===== config.mk =====
export PLATFORM = sky130hd
export DESIGN_NAME = command_frame_receiver_unit
export DESIGN_NICKNAME = d
export VERILOG_FILES = /design/src/design/cfr_pkg.sv /design/src/design/cfr_front.sv /design/src/design/cfr_queue.sv /design/src/design/cfr_back.sv /design/src/design/command_frame_receiver_unit.sv
export SDC_FILE = /design/constraint.sdc
export NUM_CORES = 1
export LEC_CHECK = 0
export ABC_AREA = 1
export BUFFER_PORTS_ARGS = -buffer_cell sky130_fd_sc_hd__buf_2
export CAP_MARGIN = 20
export CORE_MARGIN = 3
export CORE_UTILIZATION = 45
export DETAILED_ROUTE_END_ITERATION = 8
export GPL_TIMING_DRIVEN = 0
export MAX_ROUTING_LAYER = met4
export PLACE_DENSITY = 0.64
export SLEW_MARGIN = 20
export SYNTH_ARGS = -nofsm -noshare
export SYNTH_HDL_FRONTEND = slang
export SYNTH_SLANG_ARGS = --single-unit

===== constraint.sdc =====
create_clock -name clk -period 13.9 [get_ports clk]
set_input_delay 2.78 -clock clk [delete_from_list [all_inputs] [get_ports clk]]
set_output_delay 2.78 -clock clk [all_outputs]
set_load 0.01 [all_outputs]

===== src/design/cfr_pkg.sv =====
// Shared types, constants and the CRC-16 byte update for the command frame receiver.
// No dependencies; every other design file imports this package.
package cfr_pkg;

  localparam int FRAME_LEN   = 12;
  localparam int CRC_LEN     = 10;
  localparam int POS_W       = 4;
  localparam int QUEUE_DEPTH = 2;
  localparam int QPTR_W      = 1;

  localparam logic [7:0]  SYNC_BYTE0    = 8'hA5;
  localparam logic [7:0]  SYNC_BYTE1    = 8'h5A;
  localparam logic [15:0] CRC_POLY      = 16'hA001;
  localparam logic [15:0] CRC_INIT      = 16'hFFFF;
  localparam logic [15:0] TIMEOUT_RESET = 16'd20;
  localparam logic [15:0] IDLE_MAX      = 16'hFFFF;

  localparam logic [7:0] CMD_SHUTTER      = 8'h04;
  localparam logic [7:0] CMD_STOP         = 8'h20;
  localparam logic [7:0] CMD_FWD          = 8'h40;
  localparam logic [7:0] CMD_BACK         = 8'h41;
  localparam logic [7:0] CMD_CONFIG       = 8'h80;
  localparam logic [7:0] CMD_BATCH        = 8'h10;
  localparam logic [7:0] CMD_VARIANT_MASK = 8'h0A;

  localparam logic [31:0] MOVE_VALUE_MAX  = 32'h00FF_FFFF;
  localparam logic [31:0] BATCH_VALUE_MAX = 32'h00FF_FFFE;
  localparam logic [7:0]  BATCH_A_MAX     = 8'd99;
  localparam logic [7:0]  BATCH_B_MAX     = 8'd9;
  localparam logic [7:0]  BATCH_C_MAX     = 8'd99;
  localparam logic [7:0]  CONFIG_A_ALL    = 8'hFF;

  localparam logic [3:0] OUT_SHUTTER     = 4'd0;
  localparam logic [3:0] OUT_STOP        = 4'd1;
  localparam logic [3:0] OUT_FWD         = 4'd2;
  localparam logic [3:0] OUT_BACK        = 4'd3;
  localparam logic [3:0] OUT_CONFIG      = 4'd4;
  localparam logic [3:0] OUT_BATCH       = 4'd5;
  localparam logic [3:0] OUT_SYNC_ERR    = 4'd6;
  localparam logic [3:0] OUT_HEADER_ERR  = 4'd7;
  localparam logic [3:0] OUT_CRC_ERR     = 4'd8;
  localparam logic [3:0] OUT_SHUTTER_ERR = 4'd9;
  localparam logic [3:0] OUT_STOP_ERR    = 4'd10;
  localparam logic [3:0] OUT_MOVE_ERR    = 4'd11;
  localparam logic [3:0] OUT_CONFIG_ERR  = 4'd12;
  localparam logic [3:0] OUT_BATCH_ERR   = 4'd13;
  localparam logic [3:0] OUT_UNKNOWN     = 4'd14;
  localparam logic [3:0] OUT_TIMEOUT     = 4'd15;

  typedef struct packed {
    logic       op;
    logic [7:0] data_byte;
  } item_t;

  typedef struct packed {
    logic [3:0]  outcome;
    logic [7:0]  command_byte;
    logic [7:0]  arg_a;
    logic [7:0]  arg_b;
    logic [7:0]  arg_c;
    logic [31:0] value_word;
  } result_t;

  typedef enum logic [1:0] {
    EV_SYNC,
    EV_HEADER,
    EV_TIMEOUT,
    EV_FRAME
  } ev_kind_t;

  typedef struct packed {
    ev_kind_t    kind;
    logic        crc_ok;
    logic [7:0]  command_byte;
    logic [7:0]  arg_a;
    logic [7:0]  arg_b;
    logic [7:0]  arg_c;
    logic [31:0] value_word;
  } event_t;

  function automatic logic [15:0] crc16_byte(logic [15:0] crc_in, logic [7:0] b);
    logic [15:0] c;
    c = crc_in ^ {8'h00, b};
    for (int k = 0; k < 8; k++) begin
      c = c[0] ? ((c >> 1) ^ CRC_POLY) : (c >> 1);
    end
    return c;
  endfunction

endpackage


===== src/design/cfr_front.sv =====
// Front end: sync hunt, frame assembly, running CRC, idle timeout, timeout register.
// Depends on cfr_pkg; pushes one event per verdict into the event queue.
module cfr_front
  import cfr_pkg::*;
(
  input  logic        clk,
  input  logic        rst,
  input  logic        cfg_we,
  input  logic [15:0] cfg_data,
  input  logic        item_push,
  input  item_t       item,
  input  logic        q_full,
  output logic        ev_push,
  output event_t      ev
);

  localparam int FIRST_KEPT = 2;
  localparam int LAST_KEPT  = FRAME_LEN - 2;

  logic [15:0]    timeout_ticks;
  logic [POS_W-1:0] pos, pos_next;
  logic [15:0]    crc, crc_next;
  logic [15:0]    idle_count, idle_count_next;
  logic [7:0]     frame [FIRST_KEPT:LAST_KEPT];

  logic        accept;
  logic        store_en;
  logic [15:0] limit;
  logic [15:0] idle_inc;
  logic [7:0]  b;

  assign accept = item_push && !q_full;
  assign b      = item.data_byte;
  assign limit  = (timeout_ticks == 16'd0) ? 16'd1 : timeout_ticks;
  assign idle_inc = (idle_count == IDLE_MAX) ? idle_count : idle_count + 16'd1;

  always_comb begin
    pos_next        = pos;
    crc_next        = crc;
    idle_count_next = idle_count;
    store_en        = 1'b0;
    ev_push         = 1'b0;
    ev              = '0;
    ev.kind         = EV_SYNC;
    if (accept) begin
      if (item.op) begin
        if (pos != '0) begin
          if (idle_inc >= limit) begin
            pos_next        = '0;
            crc_next        = CRC_INIT;
            idle_count_next = '0;
            ev_push         = 1'b1;
            ev.kind         = EV_TIMEOUT;
          end else begin
            idle_count_next = idle_inc;
          end
        end
      end else begin
        priority if (pos == '0 && b != SYNC_BYTE0) begin
          ev_push = 1'b1;
          ev.kind = EV_SYNC;
        end else if (pos == POS_W'(1) && b != SYNC_BYTE1) begin
          ev_push = 1'b1;
          ev.kind = EV_HEADER;
          if (b != SYNC_BYTE0) begin
            pos_next        = '0;
            crc_next        = CRC_INIT;
            idle_count_next = '0;
          end
        end else begin
          store_en        = 1'b1;
          idle_count_next = '0;
          if (pos < POS_W'(CRC_LEN)) begin
            crc_next = crc16_byte(crc, b);
          end
          if (pos == POS_W'(FRAME_LEN - 1)) begin
            pos_next          = '0;
            crc_next          = CRC_INIT;
            ev_push           = 1'b1;
            ev.kind           = EV_FRAME;
            ev.crc_ok         = (crc == {b, frame[LAST_KEPT]});
            ev.command_byte   = frame[2];
            ev.arg_a          = frame[3];
            ev.arg_b          = frame[4];
            ev.arg_c          = frame[5];
            ev.value_word     = {frame[6], frame[7], frame[8], frame[9]};
          end else begin
            pos_next = pos + POS_W'(1);
          end
        end
      end
    end
  end

  always_ff @(posedge clk) begin
    if (rst) begin
      timeout_ticks <= TIMEOUT_RESET;
      pos           <= '0;
      crc           <= CRC_INIT;
      idle_count    <= '0;
    end else begin
      if (cfg_we) begin
        timeout_ticks <= cfg_data;
      end
      pos        <= pos_next;
      crc        <= crc_next;
      idle_count <= idle_count_next;
    end
  end

  always_ff @(posedge clk) begin
    for (int i = FIRST_KEPT; i <= LAST_KEPT; i++) begin
      if (store_en && pos == POS_W'(i)) begin
        frame[i] <= b;
      end
    end
  end

`ifndef ASSERT_OFF
  a_pos_range: assert property (@(posedge clk) disable iff (rst)
    pos <= POS_W'(FRAME_LEN - 1))
    else $error("frame position out of range");

  a_timeout_restart: assert property (@(posedge clk) disable iff (rst)
    (ev_push && ev.kind == EV_TIMEOUT) |=> (pos == '0 && idle_count == '0 && crc == CRC_INIT))
    else $error("timeout did not return parser to hunt");
`endif

endmodule


===== src/design/cfr_queue.sv =====
// Two-entry event queue between the parser front end and the classifier back end.
// Depends on cfr_pkg for event_t and the queue depth.
module cfr_queue
  import cfr_pkg::*;
(
  input  logic   clk,
  input  logic   rst,
  input  logic   push,
  input  event_t push_data,
  output logic   full,
  input  logic   pop,
  output logic   empty,
  output event_t head
);

  event_t              entry [QUEUE_DEPTH];
  logic [QPTR_W-1:0]   wr_ptr;
  logic [QPTR_W-1:0]   rd_ptr;
  logic [QPTR_W:0]     count;
  logic                do_push;
  logic                do_pop;

  assign full    = (count == (QPTR_W + 1)'(QUEUE_DEPTH));
  assign empty   = (count == '0);
  assign head    = entry[rd_ptr];
  assign do_push = push && !full;
  assign do_pop  = pop && !empty;

  always_ff @(posedge clk) begin
    if (rst) begin
      wr_ptr <= '0;
      rd_ptr <= '0;
      count  <= '0;
    end else begin
      if (do_push) begin
        wr_ptr <= (wr_ptr == QPTR_W'(QUEUE_DEPTH - 1)) ? '0 : wr_ptr + QPTR_W'(1);
      end
      if (do_pop) begin
        rd_ptr <= (rd_ptr == QPTR_W'(QUEUE_DEPTH - 1)) ? '0 : rd_ptr + QPTR_W'(1);
      end
      unique case ({do_push, do_pop})
        2'b10:   count <= count + (QPTR_W + 1)'(1);
        2'b01:   count <= count - (QPTR_W + 1)'(1);
        default: count <= count;
      endcase
    end
  end

  always_ff @(posedge clk) begin
    if (do_push) begin
      entry[wr_ptr] <= push_data;
    end
  end

`ifndef ASSERT_OFF
  a_count_bound: assert property (@(posedge clk) disable iff (rst)
    count <= (QPTR_W + 1)'(QUEUE_DEPTH))
    else $error("event queue overfilled");

  a_no_drop: assert property (@(posedge clk) disable iff (rst)
    push |-> !full)
    else $error("event pushed while queue full");
`endif

endmodule


===== src/design/cfr_back.sv =====
// Back end: classifies queued events into verdicts and holds the result register.
// Depends on cfr_pkg for event_t, result_t, command codes and outcome codes.
module cfr_back
  import cfr_pkg::*;
(
  input  logic    clk,
  input  logic    rst,
  input  logic    q_empty,
  input  event_t  q_head,
  output logic    q_pop,
  output logic    empty,
  input  logic    pop,
  output result_t result
);

  logic    out_valid;
  result_t result_q;
  logic    load;
  logic [3:0] outcome;
  logic    args_zero;
  logic    move_ok;
  logic [7:0] cmd_base;

  assign load   = !q_empty && (!out_valid || pop);
  assign q_pop  = load;
  assign empty  = !out_valid;
  assign result = result_q;

  assign args_zero = (q_head.arg_a == 8'd0) && (q_head.arg_b == 8'd0) && (q_head.arg_c == 8'd0);
  assign move_ok   = args_zero && (q_head.value_word <= MOVE_VALUE_MAX);
  assign cmd_base  = q_head.command_byte & ~CMD_VARIANT_MASK;

  always_comb begin
    outcome = OUT_UNKNOWN;
    unique case (q_head.kind)
      EV_SYNC:    outcome = OUT_SYNC_ERR;
      EV_HEADER:  outcome = OUT_HEADER_ERR;
      EV_TIMEOUT: outcome = OUT_TIMEOUT;
      EV_FRAME: begin
        priority if (!q_head.crc_ok) begin
          outcome = OUT_CRC_ERR;
        end else if (q_head.command_byte == CMD_SHUTTER) begin
          outcome = (args_zero && q_head.value_word == 32'd0) ? OUT_SHUTTER : OUT_SHUTTER_ERR;
        end else if (q_head.command_byte == CMD_STOP) begin
          outcome = (args_zero && q_head.value_word == 32'd0) ? OUT_STOP : OUT_STOP_ERR;
        end else if (q_head.command_byte == CMD_FWD) begin
          outcome = move_ok ? OUT_FWD : OUT_MOVE_ERR;
        end else if (q_head.command_byte == CMD_BACK) begin
          outcome = move_ok ? OUT_BACK : OUT_MOVE_ERR;
        end else if (cmd_base == CMD_CONFIG) begin
          outcome = ((q_head.arg_a == 8'd0 || q_head.arg_a == CONFIG_A_ALL)
                     && q_head.arg_b == 8'd0 && q_head.arg_c == 8'd0
                     && q_head.value_word <= MOVE_VALUE_MAX) ? OUT_CONFIG : OUT_CONFIG_ERR;
        end else if (cmd_base == CMD_BATCH) begin
          outcome = (q_head.arg_a <= BATCH_A_MAX
                     && q_head.arg_b >= 8'd1 && q_head.arg_b <= BATCH_B_MAX
                     && q_head.arg_c >= 8'd1 && q_head.arg_c <= BATCH_C_MAX
                     && q_head.value_word <= BATCH_VALUE_MAX) ? OUT_BATCH : OUT_BATCH_ERR;
        end else begin
          outcome = OUT_UNKNOWN;
        end
      end
      default: outcome = OUT_UNKNOWN;
    endcase
  end

  always_ff @(posedge clk) begin
    if (rst) begin
      out_valid <= 1'b0;
    end else if (load) begin
      out_valid <= 1'b1;
    end else if (pop) begin
      out_valid <= 1'b0;
    end
  end

  always_ff @(posedge clk) begin
    if (load) begin
      result_q.outcome      <= outcome;
      result_q.command_byte <= q_head.command_byte;
      result_q.arg_a        <= q_head.arg_a;
      result_q.arg_b        <= q_head.arg_b;
      result_q.arg_c        <= q_head.arg_c;
      result_q.value_word   <= q_head.value_word;
    end
  end

`ifndef ASSERT_OFF
  a_hold_result: assert property (@(posedge clk) disable iff (rst)
    (out_valid && !pop) |=> (out_valid && $stable(result_q)))
    else $error("waiting result changed before transfer");
`endif

endmodule


===== src/design/command_frame_receiver_unit.sv =====
// Top level of the command frame receiver: parser front end, event queue, classifier back end.
// Depends on cfr_pkg, cfr_front, cfr_queue and cfr_back.
//
//   channel  | direction | handshake            | payload
//   ---------+-----------+----------------------+-------------------------------
//   item     | in        | push / full          | item_t   {op, data_byte}
//   result   | out       | pop / empty          | result_t {outcome .. value_word}
//   config   | in        | idle_timeout_we      | idle_timeout_data, 16 bits
//
// One item is taken per cycle while full is low; its verdict, if any, enters the event queue at the
// transfer and moves on to the result register and the ports once that register is empty or popped.
// The front end updates the running CRC a whole byte at a time, combinationally.
// Reset returns the parser to the sync hunt, empties the two-entry event queue
// and the result register, and loads the idle timeout with 20 ticks.
// full rises when the event queue holds two verdicts; a stalled result holds the queue.
module command_frame_receiver_unit
  import cfr_pkg::*;
(
  input  logic        clk,
  input  logic        rst,
  input  logic        idle_timeout_we,
  input  logic [15:0] idle_timeout_data,
  input  logic        push,
  input  item_t       item,
  output logic        full,
  input  logic        pop,
  output logic        empty,
  output result_t     result
);

  logic   ev_push;
  event_t ev;
  logic   q_full;
  logic   q_empty;
  logic   q_pop;
  event_t q_head;

  assign full = q_full;

  cfr_front u_front (
    .clk       (clk),
    .rst       (rst),
    .cfg_we    (idle_timeout_we),
    .cfg_data  (idle_timeout_data),
    .item_push (push),
    .item      (item),
    .q_full    (q_full),
    .ev_push   (ev_push),
    .ev        (ev)
  );

  cfr_queue u_queue (
    .clk       (clk),
    .rst       (rst),
    .push      (ev_push),
    .push_data (ev),
    .full      (q_full),
    .pop       (q_pop),
    .empty     (q_empty),
    .head      (q_head)
  );

  cfr_back u_back (
    .clk     (clk),
    .rst     (rst),
    .q_empty (q_empty),
    .q_head  (q_head),
    .q_pop   (q_pop),
    .empty   (empty),
    .pop     (pop),
    .result  (result)
  );

endmodule


### Word level (Yosys, flattened, before mapping)

Memories as Yosys holds them, arrays and structs flattened. A register that Yosys moved wholly into a read port is not among the register bits.
Index checks and enable logic that the tools add are counted.

| operators by class | value |
|---|---|
| $add $sub $neg | 6 |
| order comparisons | 9 |
| eq/ne operators | 32 |
| muxes and demuxes | 117 |
| bitwise logic cells | 9 |
| reduce and logical (&&, ||, !) cells | 55 |

Operators by type and width:

| cell | count |
|---|---|
| $mux W16 | 24 |
| $mux W65 | 3 |
| $mux W67 | 2 |
| $mux W4 | 28 |
| $le A32 B24 Y1 const B | 2 |
| $mux W8 | 8 |
| $reduce_or A8 Y1 | 8 |
| $mux W1 | 45 |
| $logic_not A32 Y1 | 1 |
| $logic_and A1 B1 Y1 | 27 |
| $logic_not A8 Y1 | 3 |
| $not A2 Y3 | 8 |
| $add A16 B1 Y16 const B | 1 |
| $eq A16 B16 Y1 | 1 |
| $eq A16 B16 Y1 const B | 1 |
| $eq A4 B3 Y1 const B | 4 |
| $eq A4 B4 Y1 const B | 4 |
| $eq A8 B7 Y1 const B | 2 |
| $ge A16 B16 Y1 | 1 |
| $ge A8 B1 Y1 const B | 2 |
| $le A8 B7 Y1 const B | 2 |
| $logic_not A16 Y1 | 1 |
| $pmux W4 S4 | 1 |
| $xor A16 B8 Y16 | 1 |
| 31 further kinds | 48 |

| word-level totals | value |
|---|---|
| bits in registers | 125 |
| RAM bits | 206 |
| bits of input ports | 30 |
| output and inout port bits | 70 |
| word-level logic and storage cells | 244 |
| memories | 2 |

Memory list:

| name | depth | width | read ports | clocked after memory_dff | wr ports | line | RTL |
|---|---|---|---|---|---|---|---|
| u_queue.entry | 2 | 67 | 1 | 1 | 1 | cfr_queue.sv:16 | `event_t entry [QUEUE_DEPTH];` |
| u_front.frame | 9 | 8 | 9 | 0 | 1 | cfr_front.sv:24 | `logic [7:0] frame [FIRST_KEPT:LAST_KEPT];` |

### Depth between registers and ports, before layout

| logic depth | value |
|---|---|
| depth in word-level cells | 22 |
| gate-level depth with buffers | 24 |
| depth with buffers taken out | 24 |

### Cells and area by module

Synthesis repeated with hierarchy kept, for this count alone.

| unflattened totals | value |
|---|---|
| cells, all modules | 1,281 |
| area total of the unflattened synthesis | 14,562.7 um^2 |

Modules (own cells, without submodules):

| module | times used | cells each | area each (um^2) | sequential area each (um^2) |
|---|---|---|---|---|
| cfr_front | 1 | 794 | 6,551.3 | 3,203.1 |
| cfr_queue | 1 | 248 | 5,192.5 | 4,124.0 |
| cfr_back | 1 | 239 | 2,819.0 | 2,062.0 |

### Least setup slack after synthesis

Ideal clock, no wire load.

| path | value |
|---|---|
| path type | input port to flip-flop |
| from | in pop |
| to | reg u_queue.count[1] |
| setup time | 70 ps |
| arrival time | 6,847 ps |
| setup slack | 6,983 ps |
| stages on the path | 8 |
| buffers on the path | 0 |
| cells stage by stage | nor2_1 nor2_1 ha_1 inv_1 nand2_1 nor2_1 o21ai_0 a21oi_1 |

| on the way | value |
|---|---|
| word-level cells in the longest chain between the ends | 5 |

Ends and longest elaborated chain:

| element | line | RTL |
|---|---|---|
| start, declared | command_frame_receiver_unit.sv:26 | `input logic pop,` |
| $logic_or A1 B1 Y1 (*) | cfr_back.sv:24 | `assign load = !q_empty && (!out_valid \|\| pop);` |
| $logic_and A1 B1 Y1 (*) | cfr_back.sv:24 |  |
| named net q_pop | command_frame_receiver_unit.sv:35 | `logic q_pop;` |
| $logic_and A1 B1 Y1 (*) | cfr_queue.sv:27 | `assign do_pop = pop && !empty;` |
| $eq A2 B1 Y1 / $eq A2 B2 Y1 (equally long branches) | cfr_queue.sv:41 | `unique case ({do_push, do_pop})` |
| $pmux W2 S2 / $reduce_bool A2 Y1 (equally long branches) | -- |  |
| end signal, assigned | cfr_queue.sv:42 | `2'b10: count <= count + (QPTR_W + 1)'(1);` |
| end signal, assigned | cfr_queue.sv:43 | `2'b01: count <= count - (QPTR_W + 1)'(1);` |
| end signal, assigned | cfr_queue.sv:44 | `default: count <= count;` |
| end, declared | cfr_queue.sv:19 | `logic [QPTR_W:0] count;` |

Mark *: on every way through the listed nets, which the timed path passes. The rest lies on a longest branch.
A chain may end at the register's enable or synchronous reset.

==> impl_metrics.toml <==
[timing]
finalHoldViolations = 0
post-route-period-util_pct = 36.6
skew_ns = 0.0202
setup_violations = 0
worst_pin_slew_ns = 0.968
relSlewSlack_pct = 34.8
slew_violations = 0
setup_slack_ns = 8.81
fin_crit_ns = 5.09
max_freq_ghz = 0.197
rsz0062_at_grt = "false"
fin_tns_setup_ns = 0

[route]
vias_per_cell = 5.06
drtAntennaViolNets = 0
drt_first_pass_iters = 5
routedWlPerCell_um = 16.1
via_count = 10400
initialDrtViolationCount = 783
drc = 0
finalWirelength_um = 33100

[logic_synthesis]
ys.flop_type = "edfxtp_1"
mappedNetlistNets = 1528
synth_cell_types = 40
synthArstFlopShare_pct = 0
yosys_register_bits = 332
synth.yosys.seq_area_share_pct = 64.5
syn_inst = 1476
synth_edf_count = 274
synthesis.area_sq_um = 14600
syn_avg_cell_area_sq_um = 9.86
yosysWarningCount = 0

[critical_path]
worst_ep_arrival_time_ns = 5.22
cp_slowest_stage_delay_ns = 0.66
reg2reg_to = "u_queue.entry[0][60]$_DFFE_PP_"
cpMostUsedCell = "nor2_1"
path_max_fanout = 13
cpMaxStageDelayCell = "nor2_1"
critPathKind = "input port to register"
rr_worst_depth = 19
r2r_start = "u_front.idle_count[5]$_SDFFE_PP0P_"
crit_start = "item[7]"
cp-start-kind = "input port"
cp.required_ns = 14.03
end_kind = "register"
regToRegSetupSlack_ns = 9.61
crit_path_cell_trace = "buf_2 -> nand3_1 -> nor2_1 -> nor2_1 -> nor2_2 -> nand3_1 -> buf_2 -> nor2_1"
crit_end = "u_front.frame[0][29]$_DFFE_PP_"

[placement]
place_congestion = 0.914
io_buffer_count = 98
post-place-ws_ns = 8.12
dp.cells = 1985
dp_hpwl_um = 23100

[die]
dieArea_sq_um = 34500
initial_core_util_pct = 45.9
pin_count = 100
die_w_um = 186
core-area_sq_um = 31700
die_y_um = 186
row_count = 65

[global_routing]
grt_max_degree = 53
grt_pass1_vias = 9835
antenna_found_initial = 0
grt_use_total_pct = 20.0
grt_pass1_wl_um = 52200
grt_overflow_total = 0

[cts]
clk_pin_slew_ns = 0.06
postCtsSetupBuffers = 0
clock-sinks = 332
numCtsBuffers = 37
cts_hold_buffers = 0
cts_root_buf = "clkbuf_16"
cts_max_level = 2
cts_tree = "yes"
cts_buffer_depth = 3
clock_latency_ns = 0.52
cts_resized = 0

[power]
power_leakage_uw = 0.00673
power_density_nw_per_um2 = 169
power_uw = 2860
ir_worst_vdd_uv = 91.4

[hold_path]
hold_class = "register to register"

[layout]
final_common_cell = "nand2_1"
drive_gt1_share_pct = 14.2
fin_nets = 1675
instances_no_fill = 2052
area_growth_pct = 16.5
antenna_cells = 0
nFillCells = 2815
final_util_pct = 53.5
final_cell_mix = "447 x nand2_1, 274 x edfxtp_1, 175 x nor2_1"

[job]
drv_cap = 0

[run_status]
status = "completed"
==> per-layer routing <==
layer  global-route usage [%]  wire, um
met1                     26.4     14800
met2                     32.1     15400
met5                        -         0
met4                     6.14       960
met3                     3.11      1870
==> metrics by stage <==
stage	cell area [sq um]	hold WS (ns)
finish	17000	0.462
global route	17000	0.478
CTS	16900	0.459
detailed placement	15700	0.449
global placement	15600	0.439
floorplan	14600	0.426
==> synth_stat cells (2+ instances only) <==
cell type	number	area share, %
edfxtp_1	274	57
inv_1	153	3.9
o21ai_1	4	0.14
nand2_2	2	0.086
nor2_2	7	0.30
buf_1	3	0.077
nor2_1	177	4.6
o22ai_1	4	0.17
a21oi_2	10	0.60
nor3_1	12	0.41
o211ai_1	2	0.10
ha_1	22	1.9
buf_2	22	0.76
o21a_1	3	0.15
o21ai_0	65	2.2
nand3_1	54	1.9
nand4_1	16	0.69
nor3_2	2	0.14
clkbuf_1	15	0.39
or2_2	3	0.13
xnor2_1	9	0.54
nor4_1	9	0.39
dfxtp_1	58	8.0
buf_6	7	0.54
xor2_1	12	0.72
nand2_1	447	12
inv_2	7	0.18
a21oi_1	65	2.2
==> layout make-up <==
class	count	area [sq um]	share of cell area [%]
Sequential cell	332	9390	55.4
Tap cell	402	503	2.97
Clock inverter	17	134	0.789
Buffer	47	256	1.51
Inverter	161	607	3.58
Multi-Input combinational cell	936	4360	25.7
Clock buffer	49	1040	6.16
Timing Repair Buffer	108	666	3.92
==> where the power goes <==
part           total (uW)  internal (uW)  switching, uW
registers            1280           1250           28.6
logic                 646            198            448
clock network         939            565            374
total                2860           2010            850
==> how the worst min path moves through the flow <==
stage                                startpoint                     endpoint  slack [ns]  cells past startpoint
finish              u_queue.rd_ptr$_SDFFE_PP0P_  u_queue.rd_ptr$_SDFFE_PP0P_        0.46                      1
detailed placement  u_queue.rd_ptr$_SDFFE_PP0P_  u_queue.rd_ptr$_SDFFE_PP0P_        0.45                      1
CTS                 u_queue.rd_ptr$_SDFFE_PP0P_  u_queue.rd_ptr$_SDFFE_PP0P_        0.46                      1
floorplan           u_queue.rd_ptr$_SDFFE_PP0P_                     register        0.43                      1
global placement    u_queue.rd_ptr$_SDFFE_PP0P_  u_queue.rd_ptr$_SDFFE_PP0P_        0.44                      1
global route        u_queue.rd_ptr$_SDFFE_PP0P_  u_queue.rd_ptr$_SDFFE_PP0P_        0.48                      1
==> worst max-delay path: cells and delay by family <==
family / cells / cell delay (ns)
and+or+nand+nor: 6 / 1.65
buffers and inverters: 2 / 0.75
==> registers in the layout, summed over array words and instances (netlist names), named ones only <==
| register | count |
|---|---|
| u_queue.wr_ptr | 1 |
| u_queue.count | 2 |
| u_front.idle_count | 16 |
| u_front.crc | 16 |
| u_front.frame | 72 |
| u_front.timeout_ticks | 16 |
| u_queue.entry | 134 |
| u_front.pos | 4 |
| u_queue.rd_ptr | 1 |
| u_back.out_valid | 1 |
| u_back.result | 68 |
==> cells by family after synthesis <==
kind of cell               Yosys count  share of synthesized area (%)
and+or+nand+nor                    734                           20.4
adders and majority gates           22                           1.89
AOI/OAI and AO/OA                  159                           6.01
DFF                                332                           64.5
buffers and inverters              208                           5.91
xor gates and xnor gates            21                           1.26
No activity file was read; power rests on OpenSTA's default activity.
